[config.mk]
export PLATFORM = sky130hd
export DESIGN_NAME = kca_front
export DESIGN_NICKNAME = d
export VERILOG_FILES = /design/src/rtl/kca_pkg.sv /design/src/rtl/kca_front.sv
export SDC_FILE = /design/constraint.sdc
export NUM_CORES = 1
export LEC_CHECK = 0
export BUFFER_PORTS_ARGS = -buffer_cell sky130_fd_sc_hd__clkbuf_2
export CAP_MARGIN = 25
export CELL_PAD_IN_SITES_DETAIL_PLACEMENT = 1
export CELL_PAD_IN_SITES_GLOBAL_PLACEMENT = 2
export CORE_MARGIN = 3
export CORE_UTILIZATION = 36
export DETAILED_ROUTE_END_ITERATION = 7
export PLACE_DENSITY = 0.8
export SETUP_SLACK_MARGIN = 0.2
export SYNTH_ARGS = -nofsm -noshare
export SYNTH_HDL_FRONTEND = slang
export SYNTH_SLANG_ARGS = --single-unit
export TNS_END_PERCENT = 10
[constraint.sdc]
create_clock -name aclk -period 5 [get_ports aclk]
set_clock_uncertainty 0.2 [all_clocks]
set_input_delay 0.25 -clock aclk [delete_from_list [all_inputs] [get_ports aclk]]
set_output_delay 0.25 -clock aclk [all_outputs]
set_load 0.05 [all_outputs]
[src/rtl/kca_pkg.sv]
// shared types and constants of the k-means centroid accumulator
package kca_pkg;

    // command codes
    localparam logic [1:0] CMD_ACC   = 2'd0;
    localparam logic [1:0] CMD_READ  = 2'd1;
    localparam logic [1:0] CMD_CLEAR = 2'd2;

    // configuration register indexes
    localparam logic REG_DIM      = 1'b0;
    localparam logic REG_CLUSTERS = 1'b1;

    // widths and limits
    localparam int SUM_W   = 56;
    localparam int COUNT_W = 24;
    localparam int QDEPTH  = 2;
    localparam logic [COUNT_W-1:0] COUNT_MAX = 24'hFFFFFF;
    localparam logic signed [SUM_W-1:0] SUM_MAX = 56'sh7FFFFFFFFFFFFF;
    localparam logic signed [SUM_W-1:0] SUM_MIN = 56'sh80000000000000;

    // input word
    typedef struct packed {
        logic [1:0]         cmd;
        logic [3:0]         cluster_id;
        logic [6:0]         coord_index;
        logic signed [31:0] sample_value;
        logic               vector_end;
    } kca_in_t;

    // result word
    typedef struct packed {
        logic signed [31:0] mean_value;
        logic               cluster_empty;
        logic [23:0]        vector_count;
        logic               count_overflow;
    } kca_out_t;

    // front to back queue handshake
    typedef struct packed {
        logic    valid;
        kca_in_t item;
    } kca_q_t;

    // back end sequencer states
    typedef enum logic [2:0] {
        ST_CLEAR,
        ST_IDLE,
        ST_ACC,
        ST_DLOAD,
        ST_DIV,
        ST_OUT
    } kca_state_t;

endpackage

[src/rtl/kca_front.sv]
// front end: config registers, range check and a two word queue
module kca_front #(
    parameter int MAX_CLUSTERS = 16,
    parameter int MAX_DIM      = 128
) (
    input  logic            aclk,
    input  logic            aresetn,
    input  logic            s_valid,
    output logic            s_ready,
    input  kca_pkg::kca_in_t s_data,
    input  logic            cfg_valid,
    output logic            cfg_ready,
    input  logic            cfg_index,
    input  logic [7:0]      cfg_data,
    output kca_pkg::kca_q_t q_out,
    input  logic            q_pop
);
    import kca_pkg::*;

    logic [7:0] dim_reg, dim_next;
    logic [4:0] ncl_reg, ncl_next;
    kca_in_t    q_mem_reg [QDEPTH];
    logic       wr_ptr_reg, wr_ptr_next;
    logic       rd_ptr_reg, rd_ptr_next;
    logic [1:0] cnt_reg, cnt_next;
    logic       accept, in_range, keep, push;

    assign cfg_ready = 1'b1;
    assign s_ready   = (cnt_reg != 2'(QDEPTH));
    assign accept    = s_valid && s_ready;

    // range check against live config and the storage size
    always_comb begin
        in_range = ({28'd0, s_data.cluster_id} < {27'd0, ncl_reg})
                && ({28'd0, s_data.cluster_id} < 32'(MAX_CLUSTERS))
                && ({25'd0, s_data.coord_index} < {24'd0, dim_reg})
                && ({25'd0, s_data.coord_index} < 32'(MAX_DIM));
        keep = (s_data.cmd == CMD_CLEAR)
            || (((s_data.cmd == CMD_ACC) || (s_data.cmd == CMD_READ)) && in_range);
        push = accept && keep;
    end

    // config writes
    always_comb begin
        dim_next = dim_reg;
        ncl_next = ncl_reg;
        if (cfg_valid && cfg_ready) begin
            unique case (cfg_index)
                REG_DIM:      dim_next = cfg_data;
                REG_CLUSTERS: ncl_next = cfg_data[4:0];
                default:      dim_next = dim_reg;
            endcase
        end
    end

    // queue pointers
    always_comb begin
        wr_ptr_next = push ? ~wr_ptr_reg : wr_ptr_reg;
        rd_ptr_next = q_pop ? ~rd_ptr_reg : rd_ptr_reg;
        cnt_next    = 2'(cnt_reg + {1'b0, push} - {1'b0, q_pop});
    end

    always_ff @(posedge aclk) begin
        if (!aresetn) begin
            dim_reg    <= 8'd128;
            ncl_reg    <= 5'd16;
            wr_ptr_reg <= 1'b0;
            rd_ptr_reg <= 1'b0;
            cnt_reg    <= 2'd0;
        end else begin
            dim_reg    <= dim_next;
            ncl_reg    <= ncl_next;
            wr_ptr_reg <= wr_ptr_next;
            rd_ptr_reg <= rd_ptr_next;
            cnt_reg    <= cnt_next;
        end
    end

    // queue storage
    always_ff @(posedge aclk) begin
        if (push) begin
            q_mem_reg[wr_ptr_reg] <= s_data;
        end
    end

    assign q_out.valid = (cnt_reg != 2'd0);
    assign q_out.item  = q_mem_reg[rd_ptr_reg];

`ifndef NO_ASSERTIONS
    a_cnt_bound: assert property (@(posedge aclk) disable iff (!aresetn)
        cnt_reg <= 2'(QDEPTH)) else $error("queue count out of bounds");
    a_pop_nonempty: assert property (@(posedge aclk) disable iff (!aresetn)
        q_pop |-> cnt_reg != 2'd0) else $error("pop from empty queue");
    a_push_count: assert property (@(posedge aclk) disable iff (!aresetn)
        (push && !q_pop) |=> cnt_reg == $past(cnt_reg) + 2'd1)
        else $error("queue count missed a push");
`endif
endmodule

# Word-level counts from Yosys, hierarchy flattened
# Memories as Yosys holds them, arrays and structs flattened. A register that Yosys moved wholly into a read port is not among the register bits.
# Index checks and enable logic that the tools add are counted.
classes:
  mux: 4
  n_bitwise: 3
  n_eq_ne: 3
  n_addsub: 2
  reduce_logical: 10
  n_lt_le_gt_ge: 2
op_table:
  columns: ["cell", "count"]
  rows:
  - ["$lt A7 B8 Y1", 1]
  - ["$lt A4 B5 Y1", 1]
  - ["$logic_and A1 B1 Y1", 4]
  - ["$mux W1", 4]
  - ["$reduce_and A2 Y1", 2]
  - ["$not A1 Y1", 3]
  - ["$add A2 B1 Y2", 1]
  - ["$eq A2 B1 Y1 const B", 1]
  - ["$eq A2 B2 Y1 const B", 1]
  - ["$logic_not A2 Y1", 1]
  - ["$logic_or A1 B1 Y1", 2]
  - ["$ne A2 B2 Y1 const B", 1]
  - ["$reduce_bool A2 Y1", 1]
  - ["$sub A2 B1 Y2", 1]
totals:
  memories: 1
  word_cells: 30
  mem_bits_rw: 92
  out_inout_bits: 49
  reg_bits: 17
  inputBits: 60
mem_list:
  columns: ["name", "words", "word_bits", "rd", "rd_ports_with_merged_regs", "wr", "line", "rtl"]
  rows:
  - ["q_mem_reg", 2, 46, 1, 1, 1, "kca_front.sv:22", "kca_in_t q_mem_reg [QDEPTH];"]

# Depth between registers and ports, before layout
logic_depth:
  ltp_word: 7
  ltp_mapped: 12
  ltp_nobuf: 12

# Worst setup path after synthesis
# Ideal clock, no wire load.
synth_path:
  kind: "flip-flop to flip-flop"
  startpoint: "register dim_reg[6]"
  endpoint: "memory q_mem_reg[0][0] (netlist bit), enable pin"
  arrival_time_ns: 3.176
  t_required_ns: 4.350
  path_slack_ns: 1.174
  path_stages_with_launch: 8
  period_less_slack_ns: 3.826
  cell_sequence: "dfxtp_1 > inv_1 > ha_1 > a21oi_1 > o221ai_1 > a31oi_1 > o21ai_1 > nor2_1"
synth_via:
  elab_chain_cells: 7
synth_rtl:
  columns: ["item", "line", "rtl"]
  rows:
  - ["from (decl)", "kca_front.sv:20", "logic [7:0] dim_reg, dim_next;"]
  - ["from (signal assigned)", "kca_front.sv:71", "dim_reg <= dim_next;"]
  - ["$lt A7 B8 Y1", "kca_front.sv:36", "&& ({25'd0, s_data.coord_index} < {24'd0, dim_reg})"]
  - ["$logic_and A1 B1 Y1", "kca_front.sv:36", null]
  - ["$logic_and A1 B1 Y1", "kca_front.sv:39", "|| (((s_data.cmd == CMD_ACC) || (s_data.cmd == CMD_READ)) && in_range);"]
  - ["$logic_or A1 B1 Y1", "kca_front.sv:39", null]
  - ["$logic_and A1 B1 Y1", "kca_front.sv:40", "push = accept && keep;"]
  - ["$mux W1", "kca_front.sv:81", "if (push) begin"]
  - ["$mux W1 (not written as such)", "kca_front.sv:82", "q_mem_reg[wr_ptr_reg] <= s_data;"]
  - ["to (decl)", "kca_front.sv:22", null]
# No other way between the ends.

# Final worst setup path
layout_path:
  startpoint: "input port s_data[39] (netlist bit)"
  endpoint: "memory q_mem_reg[0][25] (netlist bit), enable pin"
layout_via:
  elab_chain_cells: 7
layout_rtl:
  columns: ["item", "line", "rtl"]
  rows:
  - ["from (decl)", "kca_front.sv:10", "input kca_pkg::kca_in_t s_data,"]
  - ["$lt A7 B8 Y1", "kca_front.sv:36", null]
  - ["$logic_and A1 B1 Y1", "kca_front.sv:36", null]
  - ["$logic_and A1 B1 Y1", "kca_front.sv:39", null]
  - ["$logic_or A1 B1 Y1", "kca_front.sv:39", null]
  - ["$logic_and A1 B1 Y1", "kca_front.sv:40", null]
  - ["$mux W1", "kca_front.sv:81", null]
  - ["$mux W1 (not written as such)", "kca_front.sv:82", null]
# No other way between the ends.

==> flow_summary.ini <==
[die]
core-area_um2 = 11610
ioPinCount = 109
die_y_um = 116.0
start_util_pct = 37.52
rows = 39
die_x_um = 116.0
die_area_um2 = 13460

[logic_synthesis]
synth-compound-area-share_pct = 3.962
syn-mean-instance-area_um2 = 15.96
synth_top_family_by_area = multiplexers
yosysWarnings = 0
synthCells = 273
synth.area.mux_share_pct = 11.89
synth_seq_cells = 110
synthSimpleGateAreaFrac_pct = 6.460
synth_cell_type_count = 34
syn-num-nets = 344
seq_area_frac_synth_pct = 71.66
synthAdderAreaFrac_pct = 3.158
synthesis.area_um2 = 4358
synth_xor_area_share_pct = 0.6029

[place]
dp_hpwl_mm = 6.329
dp_slack_ns = 1.741
portBuffers = 107
place_congestion = 0.7161
dpl-instance-area_um2 = 5077

[power]
seqPwrFrac_pct = 47.4
vdd_drop_max_uv = 179.0
pwr-share-comb_pct = 24.4
internal_power_w = 0.001637
p_leak_nw = 2.275
total_power_w = 0.002401
power.switching_w = 0.0007636
swShare_pct = 31.80
p_per_area_nw_per_um2 = 407.3
clkPwrFrac_pct = 28.2

[grt]
grt_pass1_vias = 2920
gr-total-overflow = 0
grt_first_pass_wirelength_mm = 14.11
antenna_found_initial = 0
track_usage_pct = 13.70
grt_max_degree = 34

[clock_tree]
cts.sinks = 110
htree_levels = 3
cts_buffer_depth = 2
post-cts-setup-buffer-count = 0
cts-root-buf = clkbuf_16
post_cts_resized = 0
cts_buffers = 9
cts_tree = built
clkTransAtPathRegs_ns = 0.08
clock_latency_ns = 0.34

[timing]
tightest_slew_ns = 0.9713
max_freq_mhz = 294.9
max-slew-margin-rel_pct = 35.09
setup_viol = 0
setup_tns_ns = 0
fin_ws_ns = 1.609
slew_violations = 0
period_minus_slack_ns = 3.391
hold_viol = 0
rsz0062_at_grt = no
period_share_pct = 67.82
whs_ns = 0.03755

[cells_and_area]
nets = 508
synthToLayoutAreaGrowth_pct = 35.26
n_antenna_cell = 0
final_cell_mix = clkbuf_2 (107), edfxtp_1 (92), dlygate4sd3_1 (53), mux2_2 (46), nand2_1 (27)
mostFrequentLayoutCell = clkbuf_2
stdcell_area_um2 = 5894
drive_above_1_share_pct = 40.50
fillers = 1187
multi_input_area_um2 = 1155
largest_reg_flops = 92
seq_area_um2 = 3124

[setup_path]
required_ns = 4.83
r2r_start = dim_reg[6]$_SDFFE_PN0P_
startpoint = s_data[39]
r2r-end = q_mem_reg[0][25]$_DFFE_PP_
rr_worst_depth = 8
worstSetupPathType = primary input to flop
cp-start-kind = primary input
cp.arrival_ns = 3.22
endpoint = q_mem_reg[0][25]$_DFFE_PP_
path_max_fanout = 33
critPathCaptureType = flop
reg2reg_slack_ns = 1.83

[detailed_routing]
first_pass_iters = 4
num_vias = 2723
drc_errors = 0
drt_iter0_drc = 61
ant_nets = 0
vias_per_cell = 4.655
wl_mm = 9.069
routedWlPerCell_um = 15.50

[min_path]
hp-class = primary input to flop

[flow_run]
cap_viol_max_count = 0

[run_status]
status = finished, final reports clean
## through the flow
stage / std cells / utilization [%]
2_1_floorplan: 273 / -
3_3_place_gp: 515 / 43.55
3_5_place_dp: 516 / 43.72
4_1_cts: 585 / 50.75
5_1_grt: 585 / 50.75
6_report: 585 / 50.75
## worst min-delay path by stage
stage / endpoint / slack [ns] / depth (start not counted) / from
5_1_grt: wr_ptr_reg$_SDFFE_PN0P_ / 0.05 / 3 / s_valid
6_report: wr_ptr_reg$_SDFFE_PN0P_ / 0.04 / 3 / s_valid
3_5_place_dp: q_mem_reg[1][29]$_DFFE_PP_ / 0.24 / 1 / s_data[29]
4_1_cts: wr_ptr_reg$_SDFFE_PN0P_ / 0.03 / 3 / s_valid
2_1_floorplan: q_mem_reg[0][0]$_DFFE_PP_ / 0.15 / 0 / s_data[0]
3_3_place_gp: q_mem_reg[1][26]$_DFFE_PP_ / 0.24 / 1 / s_data[26]
## critical path, stage by stage
cell and delay [ns]:
dlygate4sd3_1 0.53, clkbuf_2 0.13, ha_1 0.33, a21oi_1 0.15
o221ai_1 0.12, a31oi_1 0.29, o21ai_1 0.23, nor2_4 0.79
buf_4 0.38
## synthesized netlist by cell type
library cell,number,share of area (%)
xnor2_1,2,0.40
a211oi_2,1,0.29
a21boi_0,9,1.6
a21oi_1,2,0.23
nand2b_1,2,0.29
and2_1,5,0.72
mux2_2,46,12
or2_2,1,0.14
a21boi_1,2,0.34
buf_2,4,0.46
o221ai_1,1,0.20
dfxtp_1,18,8.3
inv_1,13,1.1
o21ai_1,2,0.23
nand3_2,1,0.23
a211o_1,1,0.20
ha_1,11,3.2
nand3_1,8,0.92
o21ai_2,1,0.20
nor2_1,5,0.43
edfxtp_1,92,63
clkbuf_1,5,0.43
a311oi_1,1,0.20
nor3b_4,1,0.43
nor2b_1,3,0.43
nor4b_1,1,0.20
buf_4,1,0.17
conb_1,1,0.086
and3_1,1,0.14
a221o_1,1,0.23
nand2_1,27,2.3
xor2_1,1,0.20
nand4b_1,1,0.20
a31oi_1,2,0.29
## cell type report
cell class,count,share of cell area [%]
flip-flops and latches,110,53.00
well taps,143,3.035
clock inverters,7,1.040
repair buffers,163,18.68
inverters,13,0.8279
clock buffers,9,3.821
multi-input cells,140,19.59
## what timing repair did
action / in CTS / in global routing
setup endpoints to repair: 0 / 0
hold endpoints to repair: 103 / 0
hold buffers: 53 / 0
## kinds of logic after synthesis
kind of cell | after synthesis
buffers and inverters | 23
flip-flops | 110
other | 1
AO/OA/AOI/OAI | 23
XOR/XNOR | 3
adder cells (fa/ha/maj) | 11
AND/OR/NAND/NOR | 56
multiplexers | 46
## layer usage
layer | wire length [µm] | GRT usage (%) | part of all wire (%) | vias to the layer above
met3 | 455 | 3.499 | 5.0 | 6
met4 | 81 | 3.016 | 0.89 | 0
met2 | 4558 | 24.82 | 50 | 75
li1 | - | - | - | 1327
met5 | 0 | 0 | 0 | -
met1 | 3973 | 16.45 | 44 | 1315
## power by group through the flow
stage,sequential (W),combinational [W],clock (W)
final,0.00114,0.000587,0.000676
after global routing,0.00115,0.000625,0.000735
after CTS,0.00114,0.000594,0.000701
after detailed placement,0.00116,0.000559,0
after global placement,0.00116,0.000542,0
after floorplan,0.00115,0.000418,0
No activity file was read; power rests on OpenSTA's default activity.
